--- config.mk ---
export PLATFORM = sky130hd
export DESIGN_NAME = sacn_dmx_packet_parser_flat
export DESIGN_NICKNAME = d
export VERILOG_FILES = /design/src/hdl/sdp_pkg.sv /design/src/hdl/sdp_byte_if.sv /design/src/hdl/sdp_result_if.sv /design/src/hdl/sacn_dmx_packet_parser.sv /design/src/flat_wrapper.sv
export SDC_FILE = /design/constraint.sdc
export NUM_CORES = 1
export LEC_CHECK = 0
export BUFFER_PORTS_ARGS = -buffer_cell sky130_fd_sc_hd__buf_2
export CAP_MARGIN = 10
export CORE_ASPECT_RATIO = 1.2
export CORE_UTILIZATION = 40
export DETAILED_ROUTE_END_ITERATION = 8
export PLACE_DENSITY_LB_ADDON = 0.25
export SYNTH_ARGS = -nofsm -noshare
export SYNTH_HDL_FRONTEND = slang
export SYNTH_SLANG_ARGS = --single-unit
--- constraint.sdc ---
create_clock -name clk_i -period 5.2 [get_ports clk_i]
set_input_delay 0.52 -clock clk_i [delete_from_list [all_inputs] [get_ports clk_i]]
set_output_delay 0.52 -clock clk_i [all_outputs]
set_load 0.03 [all_outputs]
--- src/hdl/sdp_pkg.sv ---
// Package for the sACN data packet parser: result types, header offsets and constants.
`timescale 1ns / 1ps

package sdp_pkg;

  typedef enum logic {
    RESULT_SLOT    = 1'b0,
    RESULT_VERDICT = 1'b1
  } kind_e;

  typedef struct packed {
    kind_e       result_kind;
    logic [8:0]  slot_index;
    logic [7:0]  slot_value;
    logic [15:0] universe_number;
    logic [9:0]  slot_total;
    logic        accepted;
    logic        run_last;
  } result_t;

  typedef struct packed {
    logic       check;
    logic [7:0] want;
  } hdr_check_t;

  localparam int unsigned OffsetW = 10;
  localparam logic [OffsetW-1:0] OffsetMax     = 10'd1023;
  localparam logic [OffsetW-1:0] OffOptions    = 10'd112;
  localparam logic [OffsetW-1:0] OffUniverseHi = 10'd113;
  localparam logic [OffsetW-1:0] OffUniverseLo = 10'd114;
  localparam logic [OffsetW-1:0] OffPropHi     = 10'd123;
  localparam logic [OffsetW-1:0] OffPropLo     = 10'd124;
  localparam logic [OffsetW-1:0] PayloadStart  = 10'd126;

  localparam logic [7:0] PreambleLo  = 8'h10;
  localparam logic [7:0] RootVector  = 8'h04;
  localparam logic [7:0] FrameVector = 8'h02;
  localparam logic [7:0] DmpVector   = 8'h02;
  localparam logic [7:0] DmpAddrType = 8'ha1;
  localparam logic [7:0] OptionMask  = 8'hc0;  // preview (0x80) | terminated (0x40)

  localparam logic [7:0] AcnIdent [12] = '{
    8'h41, 8'h53, 8'h43, 8'h2d, 8'h45, 8'h31, 8'h2e, 8'h31, 8'h37, 8'h00, 8'h00, 8'h00
  };

  // Fixed header bytes and the value each must hold.
  function automatic hdr_check_t expected_byte(input logic [OffsetW-1:0] off);
    hdr_check_t r;
    logic [3:0] idx;
    idx     = 4'(off - 10'd4);
    r.check = 1'b1;
    r.want  = 8'h00;
    case (off) inside
      10'd0:           r.want = 8'h00;
      10'd1:           r.want = PreambleLo;
      [10'd2:10'd3]:   r.want = 8'h00;
      [10'd4:10'd15]:  r.want = AcnIdent[idx];
      [10'd18:10'd20]: r.want = 8'h00;
      10'd21:          r.want = RootVector;
      [10'd40:10'd42]: r.want = 8'h00;
      10'd43:          r.want = FrameVector;
      10'd117:         r.want = DmpVector;
      10'd118:         r.want = DmpAddrType;
      10'd125:         r.want = 8'h00;
      default:         r.check = 1'b0;
    endcase
    return r;
  endfunction

endpackage

--- src/hdl/sdp_byte_if.sv ---
// Input channel: one packet byte per item with its end-of-packet flag.
`timescale 1ns / 1ps

interface sdp_byte_if;
  logic       valid;
  logic       ready;
  logic [7:0] packet_byte;
  logic       end_of_packet;

  modport source (output valid, output packet_byte, output end_of_packet, input ready);
  modport sink   (input valid, input packet_byte, input end_of_packet, output ready);
endinterface

--- src/hdl/sdp_result_if.sv ---
// Output channel: one slot result or packet verdict per item.
`timescale 1ns / 1ps

interface sdp_result_if;
  logic          valid;
  logic          ready;
  sdp_pkg::kind_e result_kind;
  logic [8:0]    slot_index;
  logic [7:0]    slot_value;
  logic [15:0]   universe_number;
  logic [9:0]    slot_total;
  logic          accepted;
  logic          run_last;

  modport source (output valid, output result_kind, output slot_index, output slot_value,
                  output universe_number, output slot_total, output accepted,
                  output run_last, input ready);
  modport sink   (input valid, input result_kind, input slot_index, input slot_value,
                  input universe_number, input slot_total, input accepted,
                  input run_last, output ready);
endinterface

--- src/hdl/sacn_dmx_packet_parser.sv ---
// Top level of the streaming sACN (E1.31) data packet parser.
`timescale 1ns / 1ps
//
// Usage:
//  - byte_i takes the packet one byte per item from byte zero, end_of_packet
//    set on the final byte; the next byte starts a new packet.
//  - result_o gives a slot item (result_kind 0) for each payload byte from
//    offset 126 while the count stays below min(property count - 1, MAX_SLOTS),
//    and a verdict item (result_kind 1) after the final byte. run_last marks
//    the last item caused by one input byte.
//  - Header bytes are checked as they pass; any mismatch stops further slots
//    and rejects the packet in its verdict.
//  - Queue: a byte's results are written into a 4-entry result queue at the
//    edge that accepts it and show on result_o once the items ahead are taken.
//  - Throughput: one byte per cycle. A byte may cause two items (last slot plus
//    verdict); byte_i.ready drops while the queue has fewer than two free
//    entries, so the output port's one item per cycle sets the sustained rate.
//  - Reset clears the packet state (offset 0, headers good) and empties the
//    queue; byte_i.ready is high from reset on, since the queue is empty.
//  - A stalled receiver fills the queue and then holds byte_i.ready low; no
//    item is lost or repeated.
//
module sacn_dmx_packet_parser #(
  parameter int unsigned MAX_SLOTS = 512
) (
  input  logic             clk_i,
  input  logic             rst_ni,
  sdp_byte_if.sink         byte_i,
  sdp_result_if.source     result_o
);

  localparam int unsigned Depth = 4;
  localparam int unsigned PtrW  = $clog2(Depth);
  localparam logic [9:0]  MaxSlots = 10'(MAX_SLOTS);

  // Packet state
  logic [9:0]  offset_q, offset_d;
  logic        good_q, good_d;
  logic [15:0] universe_q, universe_d;
  logic [15:0] prop_q, prop_d;
  logic [9:0]  sent_q, sent_d;

  // Result queue
  sdp_pkg::result_t fifo_q [Depth];
  logic [PtrW-1:0]  wr_ptr_q, rd_ptr_q;
  logic [PtrW:0]    count_q;

  logic             accept, pop;
  logic             emit_slot;
  logic             last;
  logic [7:0]       b;
  logic             verdict_acc;
  sdp_pkg::hdr_check_t hc;
  sdp_pkg::result_t slot_res, verdict_res;
  logic [PtrW:0]    push_n;

  assign b    = byte_i.packet_byte;
  assign last = byte_i.end_of_packet;

  assign byte_i.ready = (count_q <= (PtrW+1)'(Depth - 2));
  assign accept       = byte_i.valid & byte_i.ready;
  assign pop          = result_o.valid & result_o.ready;

  assign hc = sdp_pkg::expected_byte(offset_q);

  always_comb begin
    universe_d = universe_q;
    prop_d     = prop_q;
    good_d     = good_q;
    sent_d     = sent_q;
    emit_slot  = 1'b0;
    if (hc.check) begin
      if (b != hc.want) good_d = 1'b0;
    end else if (offset_q == sdp_pkg::OffOptions) begin
      if ((b & sdp_pkg::OptionMask) != 8'h00) good_d = 1'b0;
    end else if (offset_q == sdp_pkg::OffUniverseHi) begin
      universe_d = {b, universe_q[7:0]};
    end else if (offset_q == sdp_pkg::OffUniverseLo) begin
      universe_d = {universe_q[15:8], b};
    end else if (offset_q == sdp_pkg::OffPropHi) begin
      prop_d = {b, prop_q[7:0]};
    end else if (offset_q == sdp_pkg::OffPropLo) begin
      prop_d = {prop_q[15:8], b};
      if ({prop_q[15:8], b} == 16'h0000) good_d = 1'b0;
    end else if (offset_q >= sdp_pkg::PayloadStart && good_q && prop_q != 16'h0000) begin
      // sent < min(prop - 1, MAX_SLOTS)
      if (sent_q < MaxSlots && (17'(sent_q) + 17'd1) < 17'(prop_q)) begin
        emit_slot = 1'b1;
        sent_d    = sent_q + 10'd1;
      end
    end
  end

  assign verdict_acc = good_d && (sent_d != 10'd0);

  always_comb begin
    slot_res.result_kind     = sdp_pkg::RESULT_SLOT;
    slot_res.slot_index      = sent_q[8:0];
    slot_res.slot_value      = b;
    slot_res.universe_number = universe_d;
    slot_res.slot_total      = 10'd0;
    slot_res.accepted        = 1'b0;
    slot_res.run_last        = ~last;

    verdict_res.result_kind     = sdp_pkg::RESULT_VERDICT;
    verdict_res.slot_index      = 9'd0;
    verdict_res.slot_value      = 8'd0;
    verdict_res.universe_number = verdict_acc ? universe_d : 16'd0;
    verdict_res.slot_total      = verdict_acc ? sent_d : 10'd0;
    verdict_res.accepted        = verdict_acc;
    verdict_res.run_last        = 1'b1;
  end

  assign push_n = accept ? ((PtrW+1)'(emit_slot) + (PtrW+1)'(last)) : '0;

  // Packet state registers
  always_ff @(posedge clk_i or negedge rst_ni) begin
    if (!rst_ni) begin
      offset_q   <= '0;
      good_q     <= 1'b1;
      universe_q <= '0;
      prop_q     <= '0;
      sent_q     <= '0;
    end else if (accept) begin
      if (last) begin
        offset_q   <= '0;
        good_q     <= 1'b1;
        universe_q <= '0;
        prop_q     <= '0;
        sent_q     <= '0;
      end else begin
        if (offset_q < sdp_pkg::OffsetMax) offset_q <= offset_q + 10'd1;
        good_q     <= good_d;
        universe_q <= universe_d;
        prop_q     <= prop_d;
        sent_q     <= sent_d;
      end
    end
  end

  // Queue control
  always_ff @(posedge clk_i or negedge rst_ni) begin
    if (!rst_ni) begin
      wr_ptr_q <= '0;
      rd_ptr_q <= '0;
      count_q  <= '0;
    end else begin
      wr_ptr_q <= wr_ptr_q + push_n[PtrW-1:0];
      if (pop) rd_ptr_q <= rd_ptr_q + PtrW'(1);
      count_q  <= count_q + push_n - (PtrW+1)'(pop);
    end
  end

  // Queue storage; the slot goes first, the verdict after it
  always_ff @(posedge clk_i) begin
    if (accept) begin
      if (emit_slot) fifo_q[wr_ptr_q] <= slot_res;
      if (last) fifo_q[wr_ptr_q + PtrW'(emit_slot)] <= verdict_res;
    end
  end

  assign result_o.valid           = (count_q != '0);
  assign result_o.result_kind     = fifo_q[rd_ptr_q].result_kind;
  assign result_o.slot_index      = fifo_q[rd_ptr_q].slot_index;
  assign result_o.slot_value      = fifo_q[rd_ptr_q].slot_value;
  assign result_o.universe_number = fifo_q[rd_ptr_q].universe_number;
  assign result_o.slot_total      = fifo_q[rd_ptr_q].slot_total;
  assign result_o.accepted        = fifo_q[rd_ptr_q].accepted;
  assign result_o.run_last        = fifo_q[rd_ptr_q].run_last;

endmodule

--- src/flat_wrapper.sv ---
// flat-port wrapper written by rule: the top's interface ports become plain ports
module sacn_dmx_packet_parser_flat 
#(
  parameter int unsigned MAX_SLOTS = 512
)
  (clk_i, rst_ni, byte_i_valid, byte_i_packet_byte, byte_i_end_of_packet, byte_i_ready, result_o_valid, result_o_result_kind, result_o_slot_index, result_o_slot_value, result_o_universe_number, result_o_slot_total, result_o_accepted, result_o_run_last, result_o_ready);
  sdp_byte_if byte_i_i ();
  sdp_result_if result_o_i ();
  input  logic clk_i;
  input  logic rst_ni;
  input wire logic [$bits(byte_i_i.valid)-1:0] byte_i_valid;
  input wire logic [$bits(byte_i_i.packet_byte)-1:0] byte_i_packet_byte;
  input wire logic [$bits(byte_i_i.end_of_packet)-1:0] byte_i_end_of_packet;
  output wire logic [$bits(byte_i_i.ready)-1:0] byte_i_ready;
  output wire logic [$bits(result_o_i.valid)-1:0] result_o_valid;
  output wire logic [$bits(result_o_i.result_kind)-1:0] result_o_result_kind;
  output wire logic [$bits(result_o_i.slot_index)-1:0] result_o_slot_index;
  output wire logic [$bits(result_o_i.slot_value)-1:0] result_o_slot_value;
  output wire logic [$bits(result_o_i.universe_number)-1:0] result_o_universe_number;
  output wire logic [$bits(result_o_i.slot_total)-1:0] result_o_slot_total;
  output wire logic [$bits(result_o_i.accepted)-1:0] result_o_accepted;
  output wire logic [$bits(result_o_i.run_last)-1:0] result_o_run_last;
  input wire logic [$bits(result_o_i.ready)-1:0] result_o_ready;
  assign byte_i_i.valid = byte_i_valid;
  assign byte_i_i.packet_byte = byte_i_packet_byte;
  assign byte_i_i.end_of_packet = byte_i_end_of_packet;
  assign byte_i_ready = byte_i_i.ready;
  assign result_o_valid = result_o_i.valid;
  assign result_o_result_kind = result_o_i.result_kind;
  assign result_o_slot_index = result_o_i.slot_index;
  assign result_o_slot_value = result_o_i.slot_value;
  assign result_o_universe_number = result_o_i.universe_number;
  assign result_o_slot_total = result_o_i.slot_total;
  assign result_o_accepted = result_o_i.accepted;
  assign result_o_run_last = result_o_i.run_last;
  assign result_o_i.ready = result_o_ready;
  sacn_dmx_packet_parser #(.MAX_SLOTS(MAX_SLOTS)) u_core (.clk_i(clk_i), .rst_ni(rst_ni), .byte_i(byte_i_i), .result_o(result_o_i));
endmodule
==> impl_metrics.sql, run 1 <==
INSERT INTO impl_metrics (metric_group, metric, value, unit) VALUES
('clock_tree', 'clk_path_buf_depth', '3', ''),
('synthesis', 'synth-seq-area-share', '0.509', ''),
('setup_path', 'cp.buffers_inverters', '3', ''),
('power', 'netSwitchingFraction', '0.351', ''),
('global_route', 'grt_antenna_before_repair', '0', ''),
('clock_tree', 'clk_latency', '0.53', 'ns'),
('finish', 'multi_input_comb_area', '0.00555', 'mm²'),
('floorplan', 'die_width', '162', 'µm'),
('sta', 'timing_worst_slew_pin_value', '1.03', 'ns'),
('sta', 'setup-tns-final', '0', 'ns'),
('setup_path', 'critPathKind', 'flip-flop to flip-flop', ''),
('finish', 'n_diodes', '0', ''),
('global_route', 'first_global_vias', '9022', ''),
('global_route', 'globalRouteOverflowTotal', '0', ''),
('floorplan', 'design.die.area', '0.0315', 'mm²'),
('sta', 'final-max-slew-violation-count', '0', ''),
('drt', 'dr.first_iter.drc_count', '586', ''),
('finish', 'register_cell_area_after_layout', '0.00627', 'mm²'),
('power', 'peakVddDrop', '0.319', 'mV'),
('clock_tree', 'cts_hold_buffers', '0', ''),
('sta', 'finalClockSkew', '0.0258', 'ns'),
('power', 'power', '6.00', 'mW'),
('clock_tree', 'cts_made_buffers', '25', ''),
('floorplan', 'initial_utilization', '0.405', ''),
('setup_path', 'crit_chain', 'nand3_1 > nor2_1 > nand3_1 > xnor2_1 > ha_1 > and3_1 > a221o_1 > a22o_1 > nor4_2 > nand4_2 > inv_2 > ha_1 > or3_1 > buf_4 > nand2_1 > buf_4', ''),
('sta', 'fmax', '0.208', 'GHz'),
('synthesis', 'synth_ff_type', 'sky130_fd_sc_hd__edfxtp_1', ''),
('flow_run', 'cap_violations', '0', ''),
('setup_path', 'crit_fanout', '27', ''),
('sta', 'report.final.setup_viol', '0', ''),
('synthesis', 'synthesis.instances', '1180', ''),
('clock_tree', 'tritoncts', 'yes', ''),
('floorplan', 'die_y', '194', 'µm'),
('power', 'p_int', '3.89', 'mW'),
('finish', 'area_growth', '12.1', '%'),
('outcome', 'status', 'complete, no violations', ''),
('synthesis', 'post_synth_instance_area', '0.0123', 'mm²'),
('drt', 'wl_per_cell', '19.6', 'µm'),
('sta', 'min_period_over_period', '0.925', ''),
('finish', 'fraction_of_final_layout_cells_with_drive_strength_greater_than_1', '0.180', ''),
('drt', 'num_vias', '9037', ''),
('min_path', 'class_of_the_worst_hold_path', 'primary input to async pin', ''),
('synthesis', 'distinct_cell_type_count_of_the_synthesized_netlist', '82', ''),
('power', 'sequentialPowerShare', '0.400', ''),
('setup_path', 'type_of_destination_of_the_critical_path', 'flip-flop', ''),
('drt', 'detail_route.wirelength', '31900', 'µm'),
('sta', 'final_critical_path_time_including_i_o_delays_and_setup', '4.81', 'ns'),
('power', 'clkPwrFrac', '0.305', ''),
('place', 'io_buffer_count', '60', ''),
('drt', 'number_of_drc_violations_after_detailed_routing', '0', ''),
('finish', 'most_common_cell_after_layout_fill_and_taps_aside', 'sky130_fd_sc_hd__nand2_1', ''),
('floorplan', 'num_rows', '70', ''),
('synthesis', 'synth.avg_cell_area', '10.4', 'µm²'),
('setup_path', 'critical_path.startpoint_type', 'flip-flop', ''),
('clock_tree', 'cts-htree-levels', '1', ''),
('global_route', 'grt_start_max_net_pins', '61', ''),
('finish', 'final_cell_mix', 'sky130_fd_sc_hd__nand2_1, sky130_fd_sc_hd__edfxtp_1, sky130_fd_sc_hd__nor2_1', ''),
('clock_tree', 'tritoncts_num_sinks', '244', ''),
('synthesis', 'post_synth_arst_share', '0.246', ''),
('synthesis', 'synth-seq-cells', '244', ''),
('power', 'power-per-cell-area', '434', 'mW/mm²'),
('sta', 'slew_headroom', '0.313', ''),
('floorplan', 'core-area', '0.0304', 'mm²'),
('power', 'leakage', '5.22', 'nW'),
('global_route', 'global_route_wire_length_before_repair', '50500', 'µm'),
('synthesis', 'synth_edf_count', '108', ''),
('sta', 'rsz0062_at_grt', 'false', ''),
('setup_path', 'timing.critical_path.slowest_cell_delay', '0.59', 'ns'),
('drt', 'number_of_nets_with_antenna_violations_after_routing', '0', ''),
('finish', 'count_of_fill_cells_added_during_filler_insertion', '2844', ''),
('drt', 'viasPerCell', '5.57', '');
[final timing paths]
path | slack (ns) | startpoint | depth (start not counted) | endpoint
setup / recovery | 0.39 | u_core.sent_q[3]$_DFFE_PN0P_ | 16 | u_core.fifo_q[0][23]$_DFFE_PP_
hold / removal | 0.17 | rst_ni | 2 | u_core.rd_ptr_q[0]$_DFFE_PN0P_
setup reg to reg | 0.39 | u_core.sent_q[3]$_DFFE_PN0P_ | 16 | u_core.fifo_q[0][23]$_DFFE_PP_
hold reg to reg | 0.44 | u_core.fifo_q[2][45]$_SDFFE_PP1N_ | 2 | u_core.fifo_q[2][45]$_SDFFE_PP1N_
max in group asynchronous | 4.44 | rst_ni | 2 | u_core.rd_ptr_q[0]$_DFFE_PN0P_
min in group clk_i | 0.37 | result_o_ready | 3 | u_core.rd_ptr_q[0]$_DFFE_PN0P_
[sequential cells by signal, summed over array words and instances, names as in the netlist]
| name | count |
|---|---|
| u_core.count_q | 3 |
| u_core.fifo_q | 184 |
| u_core.good_q | 1 |
| u_core.offset_q | 10 |
| u_core.prop_q | 16 |
| u_core.rd_ptr_q | 2 |
| u_core.sent_q | 10 |
| u_core.universe_q | 16 |
| u_core.wr_ptr_q | 2 |
[power groups by stage]
stage / logic (mW) / clock network (mW) / registers [mW]
6_report: 1.77 / 1.83 / 2.40
5_1_grt: 1.90 / 1.95 / 2.43
4_1_cts: 1.78 / 1.87 / 2.41
3_5_place_dp: 1.77 / 0 / 2.45
3_3_place_gp: 1.76 / 0 / 2.44
2_1_floorplan: 1.47 / 0 / 2.25
[layout make-up]
type,count,share of cell area
inverter,28,0.00761
tap,396,0.0359
clock buffer,34,0.0525
timing repair buffer,90,0.0390
sequential,244,0.454
multi-input combinational,818,0.402
clock inverter,12,0.00834
[cells by family after synthesis]
| group | after synthesis | share of synthesized area |
|---|---|---|
| multiplexers | 66 | 0.101 |
| XOR/XNOR | 34 | 0.0248 |
| flip-flops | 244 | 0.509 |
| AND/OR/NAND/NOR | 471 | 0.178 |
| adder cells (fa/ha/maj) | 29 | 0.0301 |
| AO/OA/AOI/OAI | 218 | 0.117 |
| buffers and inverters | 118 | 0.0413 |
[synthesized netlist by cell type (all sizes together) (12+ instances only)]
cell type | number | area (µm²)
a21oi | 95 | 509
a22oi | 16 | 120
and3 | 14 | 87.6
buf | 31 | 180
clkbuf | 59 | 223
dfrtp | 59 | 1480
dfxtp | 76 | 1520
edfxtp | 108 | 3240
ha | 28 | 350
inv | 28 | 105
mux2i | 18 | 180
mux4 | 46 | 1040
nand2 | 213 | 817
nand3 | 37 | 198
nor2 | 104 | 390
nor3 | 43 | 241
nor4 | 12 | 105
o21ai | 52 | 260
xnor2 | 22 | 193
xor2 | 12 | 113
[through the flow]
stage | std cells | util | hold WS, ns | area (µm²) | worst slack, ns
6_report | 1622 | 0.454 | 0.169 | 13800 | 0.389
5_1_grt | 1622 | 0.454 | 0.222 | 13800 | 0.110
4_1_cts | 1621 | 0.453 | 0.202 | 13800 | 0.178
3_5_place_dp | 1575 | 0.426 | 0.433 | 12900 | 0.226
3_3_place_gp | 1575 | 0.426 | 0.429 | 12900 | 0.389
2_1_floorplan | 1180 | - | 0.224 | 12300 | 0.120
[per-layer routing]
metal,vias to the layer above,GRT usage,share of wire
met4,0,0.0660,0.028
met5,-,0,0
li1,4297,-,-
met2,219,0.357,0.50
met3,45,0.0225,0.043
met1,4476,0.262,0.43
[what timing repair did]
action,4_1_cts,5_1_grt
gates resized for setup,0,2
endpoints found under the setup margin,0,76
buffers inserted,0,1
Power figures use the tool's default switching activity.
==> run 2: changes to the inputs <==
SETUP_SLACK_MARGIN = 0.4   (was not set)
==> run 2 against run 1 <==
Effect of this change: wire length up 0.66%; global-route usage up 0.092 points; total power up 0.51%; die area unchanged; sequential share of layout area down 0.36 points; worst hold slack worse by 0.018 ns; register-to-register slack better by 0.31 ns; via count down 0.48%.
==> impl_metrics.sql, run 2 (same netlist as run 1, synthesis figures left out) <==
INSERT INTO impl_metrics (metric_group, metric, value, unit) VALUES
('outcome', 'status', 'complete, no violations', ''),
('setup_path', 'crit_fanout', '14', ''),
('sta', 'min_period_over_period', '0.866', ''),
('global_route', 'globalRouteOverflowTotal', '0', ''),
('clock_tree', 'clk_latency', '0.54', 'ns'),
('global_route', 'grt_antenna_before_repair', '0', ''),
('floorplan', 'die_y', '194', 'µm'),
('power', 'clkPwrFrac', '0.305', ''),
('clock_tree', 'cts_made_buffers', '26', ''),
('clock_tree', 'cts-htree-levels', '1', ''),
('setup_path', 'critical_path.startpoint_type', 'flip-flop', ''),
('drt', 'viasPerCell', '5.54', ''),
('setup_path', 'cp_data_required_time', '5.56', 'ns'),
('sta', 'rsz0062_at_grt', 'false', ''),
('finish', 'final_net_count', '1250', ''),
('global_route', 'first_global_vias', '8936', ''),
('finish', 'n_diodes', '0', ''),
('global_route', 'global_route_wire_length_before_repair', '50500', 'µm'),
('finish', 'fin_util', '0.458', ''),
('finish', 'largest_register_ffs', '184', ''),
('finish', 'register_cell_area_after_layout', '0.00627', 'mm²'),
('power', 'pwr-share-comb', '0.298', ''),
('clock_tree', 'clk_path_buf_depth', '3', ''),
('sta', 'final-max-slew-violation-count', '0', ''),
('finish', 'largest_registers', 'u_core.fifo_q (184), u_core.prop_q (16), u_core.universe_q (16)', ''),
('drt', 'detail_route.wirelength', '32100', 'µm'),
('sta', 'fmax', '0.222', 'GHz'),
('finish', 'register_containing_the_most_flip_flops_in_the_final_layout', 'u_core.fifo_q', ''),
('sta', 'final_hold_violation_count', '0', ''),
('setup_path', 'critPathKind', 'flip-flop to flip-flop', ''),
('sta', 'final_critical_path_time_including_i_o_delays_and_setup', '4.50', 'ns'),
('global_route', 'grt_start_max_net_pins', '61', ''),
('place', 'gp_congestion', '0.888', ''),
('floorplan', 'core-area', '0.0304', 'mm²'),
('place', 'dpl-instance-area', '0.0129', 'mm²'),
('power', 'p_int', '3.89', 'mW'),
('place', 'cell_count_post_placement', '1571', ''),
('sta', 'slew_headroom', '0.313', ''),
('floorplan', 'initial_utilization', '0.405', ''),
('min_path', 'class_of_the_worst_hold_path', 'primary input to async pin', ''),
('clock_tree', 'cts_hold_buffers', '0', ''),
('place', 'pre_cts_worst_setup_slack', '0.125', 'ns'),
('setup_path', 'worstPathArrival', '4.86', 'ns'),
('power', 'peakVddDrop', '0.292', 'mV'),
('floorplan', 'design.die.area', '0.0315', 'mm²'),
('place', 'io_buffer_count', '60', ''),
('global_route', 'groute.usage.overall', '0.205', ''),
('drt', 'number_of_drc_violations_after_detailed_routing', '0', ''),
('setup_path', 'r2r_start', 'u_core.sent_q[0]$_DFFE_PN0P_', ''),
('setup_path', 'r2r_cell_count', '17', ''),
('floorplan', 'io-pin-count', '61', ''),
('finish', 'most_common_cell_after_layout_fill_and_taps_aside', 'sky130_fd_sc_hd__nand2_1', ''),
('clock_tree', 'clock-root-buffer', 'sky130_fd_sc_hd__clkbuf_16', ''),
('floorplan', 'die_width', '162', 'µm'),
('power', 'power', '6.03', 'mW'),
('finish', 'final_cell_mix', 'sky130_fd_sc_hd__nand2_1, sky130_fd_sc_hd__edfxtp_1, sky130_fd_sc_hd__nor2_1', ''),
('clock_tree', 'tritoncts', 'yes', ''),
('sta', 'hold_slack', '0.151', 'ns'),
('setup_path', 'type_of_destination_of_the_critical_path', 'flip-flop', ''),
('finish', 'finalInstanceArea', '0.0139', 'mm²'),
('sta', 'final.setup.worst_slack', '0.697', 'ns'),
('finish', 'area_growth', '13.0', '%'),
('floorplan', 'num_rows', '70', ''),
('sta', 'finalClockSkew', '0.0265', 'ns'),
('power', 'power-per-cell-area', '433', 'mW/mm²'),
('power', 'leakage', '5.21', 'nW'),
('setup_path', 'reg2reg_setup_slack', '0.70', 'ns'),
('sta', 'report.final.setup_viol', '0', ''),
('finish', 'count_of_fill_cells_added_during_filler_insertion', '2856', ''),
('clock_tree', 'tritoncts_num_sinks', '244', ''),
('power', 'netSwitchingFraction', '0.354', ''),
('place', 'detailed_place_hpwl', '20500', 'µm'),
('drt', 'number_of_nets_with_antenna_violations_after_routing', '0', ''),
('sta', 'timing_worst_slew_pin_value', '1.03', 'ns'),
('flow_run', 'cap_violations', '0', ''),
('finish', 'final_cells', '1624', ''),
('power', 'sequentialPowerShare', '0.396', ''),
('drt', 'firstDrtPassIters', '5', ''),
('drt', 'num_vias', '8994', ''),
('finish', 'fraction_of_final_layout_cells_with_drive_strength_greater_than_1', '0.183', ''),
('sta', 'setup-tns-final', '0', 'ns'),
('clock_tree', 'clk_pin_slew_worst_paths', '0.06', 'ns'),
('finish', 'multi_input_comb_area', '0.00563', 'mm²'),
('setup_path', 'r2r_end', 'u_core.fifo_q[1][12]$_DFFE_PP_', ''),
('power', 'switching_power', '2.13', 'mW'),
('drt', 'dr.first_iter.drc_count', '609', ''),
('drt', 'wl_per_cell', '19.8', 'µm');
run 2: cell types whose count changed in the layout (fill, tap and decap cells not counted), moves of 2 or more:
cell / previous run / this run
sky130_fd_sc_hd__clkinv_2: 8 / 3
sky130_fd_sc_hd__clkbuf_8: 2 / 5
sky130_fd_sc_hd__nand2_8: 0 / 2
sky130_fd_sc_hd__buf_4: 29 / 26
sky130_fd_sc_hd__nand2_1: 210 / 207
sky130_fd_sc_hd__clkbuf_1: 3 / 5
sky130_fd_sc_hd__clkbuf_2: 2 / 0
sky130_fd_sc_hd__clkinv_1: 0 / 3
sky130_fd_sc_hd__clkinvlp_4: 0 / 2
run 2: critical path: stages, from the launching register on:
cell and delay (ns):
sky130_fd_sc_hd__dfrtp_1 0.38, sky130_fd_sc_hd__ha_1 0.22, sky130_fd_sc_hd__and3_1 0.20, sky130_fd_sc_hd__and3_1 0.19, sky130_fd_sc_hd__and3_1 0.20, sky130_fd_sc_hd__xnor2_1 0.18
sky130_fd_sc_hd__ha_1 0.27, sky130_fd_sc_hd__and3_1 0.18, sky130_fd_sc_hd__a221o_1 0.34, sky130_fd_sc_hd__a22o_1 0.22, sky130_fd_sc_hd__nor4_4 0.22, sky130_fd_sc_hd__nand4_2 0.18
sky130_fd_sc_hd__inv_4 0.16, sky130_fd_sc_hd__ha_1 0.25, sky130_fd_sc_hd__xnor2_1 0.21, sky130_fd_sc_hd__and3_1 0.40, sky130_fd_sc_hd__nand3_4 0.29, sky130_fd_sc_hd__a21oi_1 0.26
run 2: repair_timing:
| item | 4_1_cts | 5_1_grt |
|---|---|---|
| setup endpoints to repair | 117 | 241 |
| buffers inserted | 4 | 0 |
| gates cloned | 0 | 1 |
| resized for setup | 4 | 9 |
| pin swaps | 0 | 1 |
run 2: cell type report:
cell class,count,area share
multi-input cells,819,0.405
clock inverters,10,0.00629
well taps,396,0.0356
repair buffers,89,0.0393
flip-flops and latches,244,0.451
inverters,28,0.00773
clock buffers,38,0.0554
run 2: power groups by stage:
| stage | Clock [mW] | Combinational [mW] | Sequential [mW] |
|---|---|---|---|
| CTS | 1.87 | 1.79 | 2.40 |
| detailed placement | 0 | 1.78 | 2.43 |
| finish | 1.84 | 1.80 | 2.39 |
| global route | 1.94 | 1.93 | 2.42 |
| global placement | 0 | 1.77 | 2.43 |
| floorplan | 0 | 1.47 | 2.25 |
run 2: metal layers:
layer,GRT usage,part of all wire,vias up
li1,-,-,4307
met1,0.267,0.43,4430
met2,0.360,0.51,211
met3,0.0203,0.040,46
met4,0.0590,0.023,0
met5,0,0,-
run 2: worst max-delay path by stage:
stage / slack [ns] / endpoint / depth (start not counted) / start
CTS: 0.54 / u_core.fifo_q[2][25]$_DFFE_PP_ / 16 / u_core.sent_q[0]$_DFFE_PN0P_
global placement: 0.30 / u_core.fifo_q[0][23]$_DFFE_PP_ / 14 / u_core.sent_q[2]$_DFFE_PN0P_
global route: 0.42 / u_core.fifo_q[1][12]$_DFFE_PP_ / 17 / u_core.sent_q[0]$_DFFE_PN0P_
floorplan: 0.16 / u_core.fifo_q[0][20]$_DFFE_PP_ / 19 / u_core.sent_q[0]$_DFFE_PN0P_
finish: 0.70 / u_core.fifo_q[1][12]$_DFFE_PP_ / 17 / u_core.sent_q[0]$_DFFE_PN0P_
detailed placement: 0.12 / u_core.fifo_q[0][23]$_DFFE_PP_ / 15 / u_core.sent_q[2]$_DFFE_PN0P_
